$ cat src/rtl/core/tks_pkg.sv
// Shared constants and types of the top-K smallest selector.
package tks_pkg;

  localparam int MAX_KEEP   = 32;
  localparam int POS_W      = 32;
  localparam int DIST_W     = 64;
  localparam int INDEX_W    = 32;
  localparam int RANK_W     = 5;
  localparam int KEEP_W     = 6;
  localparam int KEEP_RESET = 8;

  // Heap slot address and fill count widths.
  localparam int IDX_W = (MAX_KEEP > 1) ? $clog2(MAX_KEEP) : 1;
  localparam int CNT_W = $clog2(MAX_KEEP + 1);

  typedef struct packed {
    logic [DIST_W-1:0] value;
    logic [POS_W-1:0]  pos;
  } entry_t;

  typedef struct packed {
    logic             en;
    logic [IDX_W-1:0] addr;
    entry_t           data;
  } ram_wr_t;

endpackage

$ cat src/rtl/core/tks_heap_ram.sv
// Heap storage: one write port, two read ports with registered read data.
module tks_heap_ram (
  input  logic                  clk,
  input  tks_pkg::ram_wr_t      wr,
  input  logic [tks_pkg::IDX_W-1:0] raddr_a,
  input  logic [tks_pkg::IDX_W-1:0] raddr_b,
  output tks_pkg::entry_t       rdata_a,
  output tks_pkg::entry_t       rdata_b
);
  import tks_pkg::*;

  entry_t mem [MAX_KEEP];

  always_ff @(posedge clk) begin
    if (wr.en) begin
      mem[wr.addr] <= wr.data;
    end
  end

  always_ff @(posedge clk) begin
    rdata_a <= mem[raddr_a];
    rdata_b <= mem[raddr_b];
  end

endmodule

$ cat config.mk
export PLATFORM = sky130hd
export DESIGN_NAME = tks_heap_ram
export DESIGN_NICKNAME = d
export VERILOG_FILES = /design/src/rtl/core/tks_pkg.sv /design/src/rtl/core/tks_heap_ram.sv
export SDC_FILE = /design/constraint.sdc
export NUM_CORES = 2
export LEC_CHECK = 0
export BUFFER_PORTS_ARGS = -buffer_cell sky130_fd_sc_hd__buf_4
export CORE_ASPECT_RATIO = 0.9
export CORE_MARGIN = 5
export CORE_UTILIZATION = 38
export CTS_CLUSTER_SIZE = 25
export DETAILED_ROUTE_END_ITERATION = 10
export SLEW_MARGIN = 20
export SYNTH_ARGS = -nofsm -noshare
export SYNTH_HDL_FRONTEND = slang
export SYNTH_SLANG_ARGS = --single-unit
$ cat constraint.sdc
create_clock -name clk -period 9.1 [get_ports clk]
set_input_delay 1.365 -clock clk [delete_from_list [all_inputs] [get_ports clk]]
set_output_delay 1.365 -clock clk [all_outputs]
set_load 0.01 [all_outputs]
Yosys cells after proc, flatten, opt, wreduce, memory -nomap -nowiden. Memory sizes are Yosys's and may differ from the RTL's. A register that Yosys moved wholly into a read port is not among the register bits. Index checks and enable logic that the tools add are counted.

Output and inout port bits: 192. Bits of input ports: 113. Memories kept: 1. Bits in registers: 0. Memory bits (writable): 3072. Word-level logic and storage cells: 3.

Memories: mem (words 32, bits a word 96, rd ports 2, clocked after Yosys merged registers in 2, wr ports 1, RTL line tks_heap_ram.sv:12) `entry_t mem [MAX_KEEP];`.

Multiplexer cells: 2.

Operator list (count): $mux W1 (2).

Depth between registers and ports, before layout.
Depth after elaboration: 2. Gate-level depth with buffers: 9. Gate-level depth less buffers: 5.

Worst setup path before layout. OpenSTA, ideal clock, no wires.

Path type: input -> register. Start: input port wr[97] in the netlist's numbering. End: memory mem[12][0] in the netlist's numbering, enable pin. Setup slack: 2.525 ns. Library setup time: 0.552 ns. Stages on the path: 3. Data arrival time: 6.024 ns. Required time: 8.548 ns. Cell sequence: or3b_2 > clkbuf_1 > nor2_1.

RTL lines: start: declaration (RTL line tks_heap_ram.sv:4) `input tks_pkg::ram_wr_t wr,`; end: declaration (RTL line tks_heap_ram.sv:12).

Straight into the memory's write port.

Worst setup path in the final report.
Start: input port wr[97] in the netlist's numbering. End: memory mem[13][67] in the netlist's numbering, enable pin.

Straight into the memory's write port.

==> metrics.json <==
{
  "result_of_the_run": "complete, no violations",
  "global_route_usage_over_all_layers_pct": 23.0,
  "fillers": 32200,
  "global_route.overflow_total": 0,
  "wl_per_cell_um": 37.2,
  "cp.arrival_ns": 4.62,
  "clock_tree.buffer_depth": 4,
  "max_cap_viol_count": 0,
  "worst-path-max-fanout": 20,
  "final_cell_count_no_fill": 12400,
  "detail_route.wirelength_um": 461000,
  "layout_min_cycle_time_ns": 4.06,
  "final_layout_size_suffix_gt1_share_pct": 37.6,
  "number_of_cells_produced_by_synthesis": 6656,
  "clock_latency_ns": 0.96,
  "fin_tns_setup_ns": 0,
  "postRouteAntennaNets": 0,
  "grt_pass1_vias": 80800,
  "dpl.cell_count": 11700,
  "layout.cells.most_common_list": "sky130_fd_sc_hd__edfxtp_1 (3,072), sky130_fd_sc_hd__mux4_2 (1,548), sky130_fd_sc_hd__mux2i_1 (539)",
  "tritoncts": "yes",
  "max_slew.worst_pin.slew_ns": 1.15,
  "routed_via_density": 6.31,
  "path_delay_family": "simple AND/OR/NAND/NOR gates",
  "cts.repair.resized": 0,
  "finalPower_w": 0.0349,
  "number_of_clock_sinks": 3264,
  "route.detailed.drc": 0,
  "achievable-frequency_mhz": 246,
  "core_area_um2": 380000,
  "clock_tree.htree_level_count": 5,
  "detailroute.via_count": 78200,
  "grt_pass1_wl_um": 645000,
  "die_h_um": 596,
  "number_of_rows_created_at_floorplan": 215,
  "crit_path_top_delay_cell": "sky130_fd_sc_hd__nor2_4",
  "ys_warn_count": 0,
  "floorplan.io_pins": 305,
  "postSynthNetCount": 6769,
  "io_buffer_count": 304,
  "syn2layout_area_growth_pct": 14.4,
  "end_kind": "flop",
  "grt_start_max_net_pins": 133,
  "irDropWorstVdd_uv": 170,
  "power.density_nw_per_um2": 211,
  "final.period_utilization_pct": 44.6,
  "criticalPathCategory": "in2reg",
  "total_leakage_power_nw": 52.8,
  "nets": 7090,
  "timing.hold.worst.class": "in2reg",
  "finalMaxSlewViolations": 0,
  "synth_area_per_cell_um2": 21.8,
  "timing.slew.headroom_pct": 23.4,
  "postLayoutSetupSlackWorst_ns": 5.04,
  "place_congestion": 0.777,
  "tritoncts.num_buffers": 352,
  "synth_top_area_share_pct": 63.7,
  "cp_slowest_stage_delay_ns": 1.02,
  "cts.root.buffer_cell": "sky130_fd_sc_hd__clkbuf_16",
  "worst_setup_hold_path_clk_slew_ns": 0.06,
  "synth-seq-area-share_pct": 66.3,
  "critical_path.most_common_cell": "sky130_fd_sc_hd__buf_4",
  "effective_utilization_at_floorplan_pct": 38.1,
  "synthTopCellsByArea": "sky130_fd_sc_hd__edfxtp_1 (64%), sky130_fd_sc_hd__mux4_2 (24%), sky130_fd_sc_hd__mux2i_1 (3.7%)",
  "firstDrtPassIters": 5,
  "finalSetupViolCount": 0,
  "syn_std_cell_area_um2": 145000,
  "yosysTopAreaCell": "sky130_fd_sc_hd__edfxtp_1",
  "rsz_0062_raised_after_global_routing": "false",
  "cp.required_ns": 9.66,
  "die_width_um": 661,
  "postSynthRegisterBits": 3264,
  "cp.buffers_inverters": 3,
  "hold_violations": 0,
  "path_cells": "buf_4 -> nand3b_1 -> nor2_4 -> buf_4 -> buf_4",
  "layout.cells.most_common": "sky130_fd_sc_hd__edfxtp_1",
  "detail_route.iter0.violations": 10400,
  "post-cts-setup-buffers": 0,
  "type_of_element_launching_the_critical_path": "input port",
  "pre_cts_ws_ns": 4.11,
  "fp.dieArea_um2": 394000,
  "hold_buffers": 0,
  "synth.distinct_cells": 38,
  "timing.clock.skew_ns": 0.0570,
  "antenna_violations_before_repair": 54,
  "dp.final_hpwl_um": 246000
}
## flip-flops by register name, indices dropped and copies added, names as in the netlist
signal,count
mem,3072
rdata_a,96
rdata_b,96
## cell families after synthesis
| family | after synthesis | share of synthesized area, % |
|---|---|---|
| and+or+nand+nor | 265 | 0.821 |
| DFF | 3264 | 66.3 |
| buffers and inverters | 520 | 1.90 |
| muxes | 2181 | 28.5 |
| AOI/OAI and AO/OA | 426 | 2.42 |
## layout make-up
| cell class | count | area (um2) | area share [%] |
|---|---|---|---|
| inverters | 1 | 11.3 | 0.00680 |
| well taps | 5099 | 6380 | 3.85 |
| repair buffers | 486 | 4430 | 2.67 |
| multi-input cells | 2872 | 46400 | 28.0 |
| clock buffers | 437 | 9460 | 5.71 |
| clock inverters | 220 | 2910 | 1.75 |
| diodes | 24 | 60.1 | 0.0362 |
| flip-flops and latches | 3264 | 96100 | 58.0 |
## cell usage after synthesis (all sizes together)
library cell,number
edfxtp,3072
clkbuf,142
buf,377
mux4,1548
a21oi,6
o41ai,6
inv,1
nor2,67
o22ai,68
a221oi,144
a211o,6
nor4,9
nand3,2
nand3b,5
a21o,6
o221ai,6
a211oi,17
a2111oi,6
dfxtp,192
nor2b,36
a32oi,3
or2,4
or2b,1
nand2b,6
mux2,94
or3b,2
and2,5
nor3,4
a22o,48
a32o,55
or3,1
o21a,29
a22oi,26
mux2i,539
nand2,123
## through the flow
step | utilization [%] | hold slack (ns) | area (um2)
after global placement | 40.3 | 0.800 | 153000
after detailed placement | 40.3 | 0.812 | 153000
final | 43.6 | 0.807 | 166000
after global routing | 43.6 | 0.769 | 166000
after CTS | 43.5 | 0.735 | 166000
after floorplan | - | 0.735 | 145000
## path summary, 6_finish.rpt
path,slack (ns),cells past startpoint,startpoint,to
setup reg to reg,7.10,4,mem[21][39]$_DFFE_PP_,rdata_a[39]$_DFF_P_
hold reg to reg,0.81,4,mem[4][6]$_DFFE_PP_,rdata_a[6]$_DFF_P_
hold / removal,0.81,1,wr[22],mem[9][22]$_DFFE_PP_
setup / recovery,5.04,5,wr[97],mem[13][67]$_DFFE_PP_
## where the power goes
group	leakage, nW	internal [W]	switching, W
combinational	17.4	0.00118	0.00150
sequential	29.3	0.0167	0.000213
clock	6.05	0.00910	0.00623
## metal layers
metal / global-route usage [%] / vias up / share of wire, %
met1: 32.0 / 42800 / 39
met4: 8.12 / 16 / 3.7
met2: 36.3 / 4488 / 48
met3: 4.61 / 838 / 9.4
li1: - / 30100 / -
met5: 0 / - / 0.018
Note: power is estimated with default switching activity, not from simulation.
